--- src/rtl/lfys_pkg.sv ---
// ----------------------------------------------------------------------------
// lfys_pkg
// Shared types and constants of the shuffle unit.
// ----------------------------------------------------------------------------
`timescale 1ns / 1ps
`default_nettype none

package lfys_pkg;

  localparam int DEF_MAX_ENTRIES = 64;
  localparam int ENTRY_W         = 31;
  localparam int DATA_W          = 32;

  localparam logic [31:0] LCG_MUL      = 32'd1103515245;
  localparam logic [31:0] LCG_ADD      = 32'd12345;
  localparam logic [31:0] LCG_SEED_RST = 32'd1;

  localparam int DRAW_LSB = 16;
  localparam int DRAW_W   = 15;

  typedef enum logic [3:0] {
    S_IDLE,
    S_DRAW,
    S_DIVGO,
    S_DIVW,
    S_RDA,
    S_RDB,
    S_WRA,
    S_WRB,
    S_ERD,
    S_EOUT
  } state_t;

endpackage

`default_nettype wire

--- src/rtl/lfys_lcg.sv ---
// ----------------------------------------------------------------------------
// lfys_lcg
// Linear congruential generator state, loaded by the seed register.
// ----------------------------------------------------------------------------
`timescale 1ns / 1ps
`default_nettype none

module lfys_lcg
  import lfys_pkg::*;
(
  input  wire logic              clk,
  input  wire logic              rst_n,
  input  wire logic              cfg_we,
  input  wire logic [31:0]       cfg_wdata,
  input  wire logic              step,
  output logic      [DRAW_W-1:0] draw
);

  logic [31:0] rng_state_r;
  logic [31:0] rng_state_nxt;

  always_comb begin
    rng_state_nxt = rng_state_r;
    if (cfg_we) begin
      rng_state_nxt = cfg_wdata;
    end else if (step) begin
      rng_state_nxt = rng_state_r * LCG_MUL + LCG_ADD;
    end
  end

  always_ff @(posedge clk) begin
    if (!rst_n) begin
      rng_state_r <= LCG_SEED_RST;
    end else begin
      rng_state_r <= rng_state_nxt;
    end
  end

  assign draw = rng_state_r[DRAW_LSB +: DRAW_W];

endmodule

`default_nettype wire

--- src/rtl/lfys_mod.sv ---
// ----------------------------------------------------------------------------
// lfys_mod
// Serial restoring modulo unit, one dividend bit per cycle.
// ----------------------------------------------------------------------------
`timescale 1ns / 1ps
`default_nettype none

module lfys_mod
  import lfys_pkg::*;
#(
  parameter int CNT_W = 7
) (
  input  wire logic              clk,
  input  wire logic              rst_n,
  input  wire logic              start,
  input  wire logic [DRAW_W-1:0] dividend,
  input  wire logic [CNT_W-1:0]  divisor,
  output logic                   done,
  output logic      [CNT_W-1:0]  rem
);

  localparam int STEP_W = $clog2(DRAW_W);

  logic              busy_r;
  logic              busy_nxt;
  logic              done_r;
  logic              done_nxt;
  logic [STEP_W-1:0] step_r;
  logic [STEP_W-1:0] step_nxt;
  logic [DRAW_W-1:0] dvd_r;
  logic [DRAW_W-1:0] dvd_nxt;
  logic [CNT_W-1:0]  dvs_r;
  logic [CNT_W-1:0]  dvs_nxt;
  logic [CNT_W-1:0]  rem_r;
  logic [CNT_W-1:0]  rem_nxt;
  logic [CNT_W:0]    trial;

  always_comb begin
    trial    = {rem_r, dvd_r[DRAW_W-1]};
    busy_nxt = busy_r;
    done_nxt = 1'b0;
    step_nxt = step_r;
    dvd_nxt  = dvd_r;
    dvs_nxt  = dvs_r;
    rem_nxt  = rem_r;
    if (start) begin
      busy_nxt = 1'b1;
      step_nxt = STEP_W'(DRAW_W - 1);
      dvd_nxt  = dividend;
      dvs_nxt  = divisor;
      rem_nxt  = '0;
    end else if (busy_r) begin
      dvd_nxt = {dvd_r[DRAW_W-2:0], 1'b0};
      if (trial >= {1'b0, dvs_r}) begin
        rem_nxt = CNT_W'(trial - {1'b0, dvs_r});
      end else begin
        rem_nxt = trial[CNT_W-1:0];
      end
      if (step_r == '0) begin
        busy_nxt = 1'b0;
        done_nxt = 1'b1;
      end else begin
        step_nxt = step_r - 1'b1;
      end
    end
  end

  always_ff @(posedge clk) begin
    if (!rst_n) begin
      busy_r <= 1'b0;
      done_r <= 1'b0;
      step_r <= '0;
    end else begin
      busy_r <= busy_nxt;
      done_r <= done_nxt;
      step_r <= step_nxt;
    end
  end

  always_ff @(posedge clk) begin
    dvd_r <= dvd_nxt;
    dvs_r <= dvs_nxt;
    rem_r <= rem_nxt;
  end

  assign done = done_r;
  assign rem  = rem_r;

endmodule

`default_nettype wire

--- src/rtl/lfys_ram.sv ---
// ----------------------------------------------------------------------------
// lfys_ram
// Entry store with one write port and one registered read port.
// ----------------------------------------------------------------------------
`timescale 1ns / 1ps
`default_nettype none

module lfys_ram
  import lfys_pkg::*;
#(
  parameter int DEPTH = DEF_MAX_ENTRIES,
  parameter int AW    = $clog2(DEF_MAX_ENTRIES),
  parameter int WIDTH = ENTRY_W
) (
  input  wire logic             clk,
  input  wire logic             we,
  input  wire logic [AW-1:0]    waddr,
  input  wire logic [WIDTH-1:0] wdata,
  input  wire logic             re,
  input  wire logic [AW-1:0]    raddr,
  output logic      [WIDTH-1:0] rdata
);

  logic [WIDTH-1:0] mem [DEPTH];
  logic [WIDTH-1:0] rdata_r;

  always_ff @(posedge clk) begin
    if (we) begin
      mem[waddr] <= wdata;
    end
  end

  always_ff @(posedge clk) begin
    if (re) begin
      rdata_r <= mem[raddr];
    end
  end

  assign rdata = rdata_r;

endmodule

`default_nettype wire

--- src/rtl/lcg_fisher_yates_shuffle_unit.sv ---
// An entry not marked last is stored when accepted; in_tready is high again next cycle.
// A last entry with randomize set starts the shuffle, which draws a swap index for each stored entry
// with the 15-step modulo unit. Emission then reads each result beat and offers it, reading the next
// only once it is taken. No entries are taken during shuffle or emission.
// Synchronous active-low reset clears the group, the overflow flag and loads seed one.
// ----------------------------------------------------------------------------
// lcg_fisher_yates_shuffle_unit
// Collects a group of entries, optionally shuffles it and streams it out.
// ----------------------------------------------------------------------------
`timescale 1ns / 1ps
`default_nettype none

module lcg_fisher_yates_shuffle_unit
  import lfys_pkg::*;
#(
  parameter int MAX_ENTRIES = DEF_MAX_ENTRIES
) (
  input  wire logic              clk,
  input  wire logic              rst_n,
  // Configuration: rng_seed.
  input  wire logic              cfg_we,
  input  wire logic [31:0]       cfg_wdata,
  // cpu_index[5:0], irq_number[14:6], hit_count[30:15], zero pad.
  input  wire logic [DATA_W-1:0] in_tdata,
  // randomize.
  input  wire logic              in_tuser,
  input  wire logic              in_tlast,
  input  wire logic              in_tvalid,
  output logic                   in_tready,
  // out_cpu[5:0], out_irq[14:6], out_count[30:15], zero pad.
  output logic      [DATA_W-1:0] out_tdata,
  // overflow.
  output logic                   out_tuser,
  output logic                   out_tlast,
  output logic                   out_tvalid,
  input  wire logic              out_tready
);

  localparam int AW    = $clog2(MAX_ENTRIES);
  localparam int CNT_W = $clog2(MAX_ENTRIES + 1);
  localparam logic [CNT_W-1:0] CAP = CNT_W'(MAX_ENTRIES);

  state_t             state_r;
  state_t             state_nxt;
  logic [CNT_W-1:0]   fill_r;
  logic [CNT_W-1:0]   fill_nxt;
  logic               drop_r;
  logic               drop_nxt;
  logic [CNT_W-1:0]   idx_r;
  logic [CNT_W-1:0]   idx_nxt;
  logic [AW-1:0]      j_r;
  logic [AW-1:0]      j_nxt;
  logic [ENTRY_W-1:0] tmp_r;
  logic [ENTRY_W-1:0] tmp_nxt;

  logic               in_acc;
  logic               room;
  logic [CNT_W-1:0]   group_n;
  logic [CNT_W-1:0]   top_idx;
  logic               emit_last;

  logic               ram_we;
  logic [AW-1:0]      ram_waddr;
  logic [ENTRY_W-1:0] ram_wdata;
  logic               ram_re;
  logic [AW-1:0]      ram_raddr;
  logic [ENTRY_W-1:0] ram_rdata;

  logic               lcg_step;
  logic [DRAW_W-1:0]  draw;
  logic               div_start;
  logic               div_done;
  logic [CNT_W-1:0]   div_rem;

  assign in_acc    = in_tvalid && in_tready;
  assign room      = (fill_r < CAP);
  assign group_n   = room ? CNT_W'(fill_r + 1'b1) : fill_r;
  assign top_idx   = CNT_W'(idx_r - 1'b1);
  assign emit_last = (idx_r == CNT_W'(fill_r - 1'b1));

  always_comb begin
    state_nxt = state_r;
    unique case (state_r)
      S_IDLE: begin
        if (in_acc && in_tlast) begin
          state_nxt = in_tuser ? S_DRAW : S_ERD;
        end
      end
      S_DRAW:  state_nxt = S_DIVGO;
      S_DIVGO: state_nxt = S_DIVW;
      S_DIVW: begin
        if (div_done) begin
          state_nxt = S_RDA;
        end
      end
      S_RDA: state_nxt = S_RDB;
      S_RDB: state_nxt = S_WRA;
      S_WRA: state_nxt = S_WRB;
      S_WRB: begin
        state_nxt = (idx_r == CNT_W'(1)) ? S_ERD : S_DRAW;
      end
      S_ERD: state_nxt = S_EOUT;
      S_EOUT: begin
        if (out_tready) begin
          state_nxt = emit_last ? S_IDLE : S_ERD;
        end
      end
      default: state_nxt = S_IDLE;
    endcase
  end

  always_comb begin
    in_tready  = 1'b0;
    out_tvalid = 1'b0;
    lcg_step   = 1'b0;
    div_start  = 1'b0;
    ram_we     = 1'b0;
    ram_waddr  = fill_r[AW-1:0];
    ram_wdata  = in_tdata[ENTRY_W-1:0];
    ram_re     = 1'b0;
    ram_raddr  = idx_r[AW-1:0];
    unique case (state_r)
      S_IDLE: begin
        in_tready = 1'b1;
        ram_we    = in_tvalid && room;
      end
      S_DRAW:  lcg_step  = 1'b1;
      S_DIVGO: div_start = 1'b1;
      S_DIVW:  ;
      S_RDA: begin
        ram_re    = 1'b1;
        ram_raddr = top_idx[AW-1:0];
      end
      S_RDB: begin
        ram_re    = 1'b1;
        ram_raddr = j_r;
      end
      S_WRA: begin
        ram_we    = 1'b1;
        ram_waddr = top_idx[AW-1:0];
        ram_wdata = ram_rdata;
      end
      S_WRB: begin
        ram_we    = 1'b1;
        ram_waddr = j_r;
        ram_wdata = tmp_r;
      end
      S_ERD:  ram_re     = 1'b1;
      S_EOUT: out_tvalid = 1'b1;
      default: ;
    endcase
  end

  always_comb begin
    fill_nxt = fill_r;
    drop_nxt = drop_r;
    idx_nxt  = idx_r;
    j_nxt    = j_r;
    tmp_nxt  = tmp_r;
    case (state_r)
      S_IDLE: begin
        if (in_acc) begin
          fill_nxt = group_n;
          drop_nxt = drop_r || !room;
          idx_nxt  = in_tuser ? group_n : '0;
        end
      end
      S_DIVW: begin
        if (div_done) begin
          j_nxt = div_rem[AW-1:0];
        end
      end
      S_RDB: tmp_nxt = ram_rdata;
      S_WRB: idx_nxt = top_idx;
      S_EOUT: begin
        if (out_tready) begin
          if (emit_last) begin
            fill_nxt = '0;
            drop_nxt = 1'b0;
          end else begin
            idx_nxt = CNT_W'(idx_r + 1'b1);
          end
        end
      end
      default: ;
    endcase
  end

  always_ff @(posedge clk) begin
    if (!rst_n) begin
      state_r <= S_IDLE;
      fill_r  <= '0;
      drop_r  <= 1'b0;
      idx_r   <= '0;
    end else begin
      state_r <= state_nxt;
      fill_r  <= fill_nxt;
      drop_r  <= drop_nxt;
      idx_r   <= idx_nxt;
    end
  end

  always_ff @(posedge clk) begin
    j_r   <= j_nxt;
    tmp_r <= tmp_nxt;
  end

  lfys_lcg u_lcg (
    .clk       (clk),
    .rst_n     (rst_n),
    .cfg_we    (cfg_we),
    .cfg_wdata (cfg_wdata),
    .step      (lcg_step),
    .draw      (draw)
  );

  lfys_mod #(
    .CNT_W (CNT_W)
  ) u_mod (
    .clk      (clk),
    .rst_n    (rst_n),
    .start    (div_start),
    .dividend (draw),
    .divisor  (idx_r),
    .done     (div_done),
    .rem      (div_rem)
  );

  lfys_ram #(
    .DEPTH (MAX_ENTRIES),
    .AW    (AW),
    .WIDTH (ENTRY_W)
  ) u_ram (
    .clk   (clk),
    .we    (ram_we),
    .waddr (ram_waddr),
    .wdata (ram_wdata),
    .re    (ram_re),
    .raddr (ram_raddr),
    .rdata (ram_rdata)
  );

  assign out_tdata = {{(DATA_W - ENTRY_W){1'b0}}, ram_rdata};
  assign out_tuser = drop_r;
  assign out_tlast = emit_last;

endmodule

`default_nettype wire

--- config.mk ---
export PLATFORM = sky130hd
export DESIGN_NAME = lcg_fisher_yates_shuffle_unit
export DESIGN_NICKNAME = d
export VERILOG_FILES = /design/src/rtl/lfys_pkg.sv /design/src/rtl/lfys_lcg.sv /design/src/rtl/lfys_mod.sv /design/src/rtl/lfys_ram.sv /design/src/rtl/lcg_fisher_yates_shuffle_unit.sv
export SDC_FILE = /design/constraint.sdc
export NUM_CORES = 2
export LEC_CHECK = 0
export ABC_AREA = 1
export ABC_CLOCK_PERIOD_IN_PS = 13200
export BUFFER_PORTS_ARGS = -buffer_cell sky130_fd_sc_hd__buf_2
export CORE_MARGIN = 2
export CORE_UTILIZATION = 63
export CTS_BUF_LIST = sky130_fd_sc_hd__clkbuf_4 sky130_fd_sc_hd__clkbuf_8 sky130_fd_sc_hd__clkbuf_16
export DETAILED_ROUTE_END_ITERATION = 8
export PLACE_DENSITY = 0.79
export SLEW_MARGIN = 20
export SYNTH_ARGS = -nofsm -noshare
export SYNTH_HDL_FRONTEND = slang
export SYNTH_SLANG_ARGS = --single-unit
export TNS_END_PERCENT = 30
--- constraint.sdc ---
create_clock -name clk -period 13.2 [get_ports clk]
set_input_delay 1.32 -clock clk [delete_from_list [all_inputs] [get_ports clk]]
set_output_delay 1.32 -clock clk [all_outputs]
set_load 0.005 [all_outputs]
# [Yosys cells after proc, flatten, opt, wreduce, memory -nomap -nowiden]
# Memories as Yosys holds them, arrays and structs flattened. A register that Yosys moved wholly into a read port is not among the register bits.
# Index checks and enable logic that the tools add are counted.
[word_totals] ff_bits=123 ram_bits=1984 inputBits=71 out_inout_bits=36 wordCells=111 n_memories=1
[classes] addsub=7 n_mul=1 magnitude_cmp=2 n_eq_ne=18 n_mux=44 n_bitwise=3 reduce_logical=21
[memory_table] memory="u_ram.mem" words=64 word_bits=31 read_ports=1 rd_ports_with_merged_regs=1 write_ports=1 line_no="lfys_ram.sv:24" text="logic [WIDTH-1:0] mem [DEPTH];"
[ops] operator="$mux 32" count=2
[ops] operator="$mux 7" count=9
[ops] operator="$pmux 31 s2" count=1
[ops] operator="$pmux 4 s10" count=1
[ops] operator="$mux 4" count=9
[ops] operator="$add 32x14->32 const B" count=1
[ops] operator="$mul 32x31->32 const B" count=1
[ops] operator="$mux 15" count=2
[ops] operator="$pmux 6 s2" count=2
[ops] operator="$pmux 7 s3" count=1
[ops] operator="$eq 4x3->1 const B" count=4
[ops] operator="$add 7x1->7 const B" count=2
[ops] operator="$mux 1" count=14
[ops] operator="$pmux 7 s2" count=1
[ops] operator="$sub 7x1->7 const B" count=2
[ops] operator="$ne 2x2->1 const B" count=6
[ops] operator="$eq 4x2->1 const B" count=2
[ops] operator="$eq 4x4->1 const B" count=2
[ops] operator="$ge 8x7->1" count=1
[ops] operator="$logic_not 4->1" count=2
[ops] operator="$reduce_and 4->1" count=2
[ops] operator="$eq 7x1->1 const B" count=1
[ops] operator="$eq 7x7->1" count=1
[ops] operator="$lt 7x7->1 const B" count=1
[ops] operator="15 further kinds" count=26

# [Logic depth before layout (Yosys ltp)]
[depth] depth_word=6 depth_mapped=30 mapped_depth_nobuf=30

# [By module]
# From an unflattened synthesis, not the netlist that was laid out.
[hier_totals] cells_unflattened=8796 hier_area_um2=96971.8
[by_module_without_submodules] module="lfys_ram" n_inst=1 cells_per_inst=6726 area_per_inst_um2=80772.5 seq_area_each_um2=60508.0
[by_module_without_submodules] module="lfys_lcg" n_inst=1 cells_per_inst=1334 area_per_inst_um2=10787.8 seq_area_each_um2=620.6
[by_module_without_submodules] module="lcg_fisher_yates_shuffle_unit" n_inst=1 cells_per_inst=518 area_per_inst_um2=3585.9 seq_area_each_um2=1491.4
[by_module_without_submodules] module="lfys_mod" n_inst=1 cells_per_inst=218 area_per_inst_um2=1825.5 seq_area_each_um2=920.9

# [Worst setup path after synthesis]
# OpenSTA, ideal clock, no wires.
[synth_timing] kind="register -> register" startpoint="register u_lcg.rng_state_r[6]" endpoint="register u_lcg.rng_state_r[24]" setup_ps=133 arrival_time_ps=5825 required_ps=13067 setup_slack_ps=7242 path_stages_with_launch=28 n_path_buf=0 period_less_slack_ps=5958 cell_sequence="dfxtp_1 ha_1 xnor2_1 inv_1 ha_1 a21oi_1 fa_1 fa_1 inv_1 fa_1 inv_1 fa_1 inv_1 fa_1 inv_1 fa_1 inv_1 ha_1 nand2_1 nor2_1 inv_1 nor2_1 nand4_1 nand3_1 a21o_1 or2_2 nand3_1 a31oi_1"
[synth_between] elab_chain_len=4
[synth_rtl] element="start: declaration" line_no="lfys_lcg.sv:19" text="logic [31:0] rng_state_r;"
[synth_rtl] element="start signal: assignment" line_no="lfys_lcg.sv:35" text="rng_state_r <= rng_state_nxt;"
[synth_rtl] element="$mul 32x31->32" line_no="lfys_lcg.sv:27" text="rng_state_nxt = rng_state_r * LCG_MUL + LCG_ADD;"
[synth_rtl] element="$add 32x14->32" line_no="lfys_lcg.sv:27"
[synth_rtl] element="$mux 32" line_no="lfys_lcg.sv:26" text="end else if (step) begin"
[synth_rtl] element="$mux 32" line_no="lfys_lcg.sv:24" text="if (cfg_we) begin"
# Every way passes these cells. The select of a mux whose other input is x is not followed.
# A chain may end at the register's enable or synchronous reset.

# [Worst setup path after layout]
[layout_timing] startpoint="register u_lcg.rng_state_r[6]" endpoint="register u_lcg.rng_state_r[28]"
# The elaborated chain is that of the path after synthesis.

==> metrics.txt <==
layout cell share with drive strength beyond 1 8.05%; grt met2 use 50.1%; Die ar. 159000 µm²; crit-path cells ha_1, xnor2_1, inv_1, ha_1, a21oi_1, fa_1, fa_1, inv_1, fa_1, inv_1, fa_1, inv_1, fa_1, inv_1, fa_1, inv_1, ha_1, a21oi_1, o21ai_0, o21ai_0, nand3_1, nand2_1, nand3_1, a31oi_1; Post-Route Setup TNS 0 ps; CTS H-tree depth 4; GR peak layer met2; Routed Antenna Nets 0; area grow syn2layout 9.58%; Worst setup startpoint u_lcg.rng_state_r[6]; TritonCTS clock tree built; Setup-failing EPs final 0; Vias 64849; vias per cell 6.11; DRC marker count from the first detailed-route iteration 9329; Slew HR 24.5%; Sink Count 2137; area leader, netlist edfxtp_1; reg2reg start u_lcg.rng_state_r[6]; RSZ-0062 raised after global routing no; grt met3 use 6.63%; clk buf depth 3; register area share after synthesis 64.9%; die height 398 µm; DR DRC count 0; commonest non-fill, non-tap cells in the layout 2074 x edfxtp_1, 1505 x inv_1, 1357 x nand2_1; final worst-path cycle share 53.1%; crit end category flip-flop; first-pass GRT wire length 373000 µm; Chip Width 398 µm; Multi-input gate area 27300 µm²; antenna violations before repair 9; Setup CP Type reg2reg; max-cap violations 0; fmax 143 MHz; vias in the first global route 62661; Crit path largest cell delay 700 ps; routed len/inst 23.7 µm; # port buffers 103; Layout fillers 10133; max-slew violation count 0; worst-path fanout max 9; area taken by flip-flops and latches 63500 µm²; Worst-Margin Slew 1120 ps; # rows 144; Post-Syn Nets 8853; Starting Density 63.5%; nets@finish 8848; top_reg_cell synth edfxtp_1; Tmin final 7010 ps; number of flops mapped to enable cells by yosys 2074; DP Wirelength 142000 µm; count of cell types in the netlist 46; CP startpoint kind flip-flop; Tot GR Track Use 31.8%; Mapped Area 97900 µm²; Boundary Pins 107; post-synthesis cell count 8395; routing usage on met1 43.3%; post-layout util 69.6%; CP max stage cell dfxtp_1; Post-Route Skew 49.0 ps; GPL Wtd Cong 0.910; final hold vios 0; Post-CTS Setup Repair Bufs 0; Overflow after GRT 0; Async SR Flop Fraction 0%; Mapped Avg Cell Area 11.7 µm²; total CTS buffers 204; Yosys reg bits 2137; core area 154000 µm²; min-delay src out_tuser; drt first pass iters 7; run status finished clean; largest net degree at the start of global routing 287; CTS clock-pin slew for the worst setup and hold paths 60 ps; HP Class reg2reg; Synth area leaders edfxtp_1 64%, o211ai_1 7.7%, inv_1 5.8%, nand2_1 5.2%, fa_1 3.6%; most common library cell in the layout ignoring fill and taps edfxtp_1; Root Buffer Master clkbuf_16; post-cts sizing count 0; hold buffers post-CTS 0; clk_lat worst skew 860 ps; Arrival @ worst endpoint 7760 ps; Synth top area share 63.6%; Routed WL 252000 µm; required time worst endpoint 13950 ps; yosys warns 0; WHS 482 ps
==> synth_stat cells (9+ instances only) <==
master and number:
buf_4 9, dfxtp_1 63, nand2_1 1359, clkbuf_1 195, xnor2_1 19, o211ai_1 1002
edfxtp_1 2074, nor2_1 170, fa_1 176, buf_1 29, buf_2 232, ha_1 211
nand4_1 12, o21ai_1 181, xor2_1 32, inv_1 1505, nor3_1 16, a31oi_1 16
nand3_1 521, o21ai_0 413, a21oi_1 94
==> logic make-up after synthesis <==
logic type | share of synthesized area, %
simple gates | 8.80
fa+ha+maj | 6.29
xor+xnor | 0.479
compound gates | 11.6
buf+inv | 7.94
other cells | 0.00383
flops | 64.9
==> worst max-delay path: cells and delay by family (launching register included) <==
| kind | cells | cell delay (ps) |
|---|---|---|
| compound gates | 5 | 1480 |
| xor+xnor | 1 | 320 |
| fa+ha+maj | 9 | 3710 |
| buf+inv | 6 | 410 |
| flops | 1 | 700 |
| simple gates | 3 | 320 |
==> sequential cells by signal (all words and copies together) (netlist names) <==
register	flops
u_ram.mem	1984
tmp_r	31
u_lcg.rng_state_r	31
u_ram.rdata	31
u_mod.dvd_r	15
fill_r	7
idx_r	7
u_mod.dvs_r	7
u_mod.rem	7
j_r	6
state_r	4
u_mod.step_r	4
out_tuser	1
u_mod.busy_r	1
u_mod.done	1
==> worst paths after layout <==
path / cells after the start / endpoint / slack, ps
setup reg to reg: 24 / u_lcg.rng_state_r[28] / 6190
setup / recovery: 24 / u_lcg.rng_state_r[28] / 6190
hold / removal: 2 / out_tuser / 480
hold reg to reg: 2 / out_tuser / 480
==> area by class of cell <==
type	instances	area share [%]
diodes	8	0.0187
multi-input cells	4278	25.4
repair buffers	257	1.74
flip-flops and latches	2137	59.2
well taps	2044	2.38
clock inverters	129	0.859
clock buffers	242	5.04
inverters	1512	5.30
==> per-stage QoR <==
step           setup WS (ps)  cell area (µm²)  std cells
2_1_floorplan           7240            97900       8395
3_3_place_gp            6320           101000      10224
3_5_place_dp            6340           101000      10227
4_1_cts                 6320           107000      10598
5_1_grt                 5880           107000      10605
6_report                6190           107000      10607
==> per-layer routing <==
layer	wire [µm]	vias to the layer above
met1	94400	31253
li1	-	29236
met2	116000	3781
met4	10900	2
met5	13	-
met3	30100	577
Power is not shown: default switching activity piles up to over one toggle a cycle in this logic, so the estimate is an artifact.
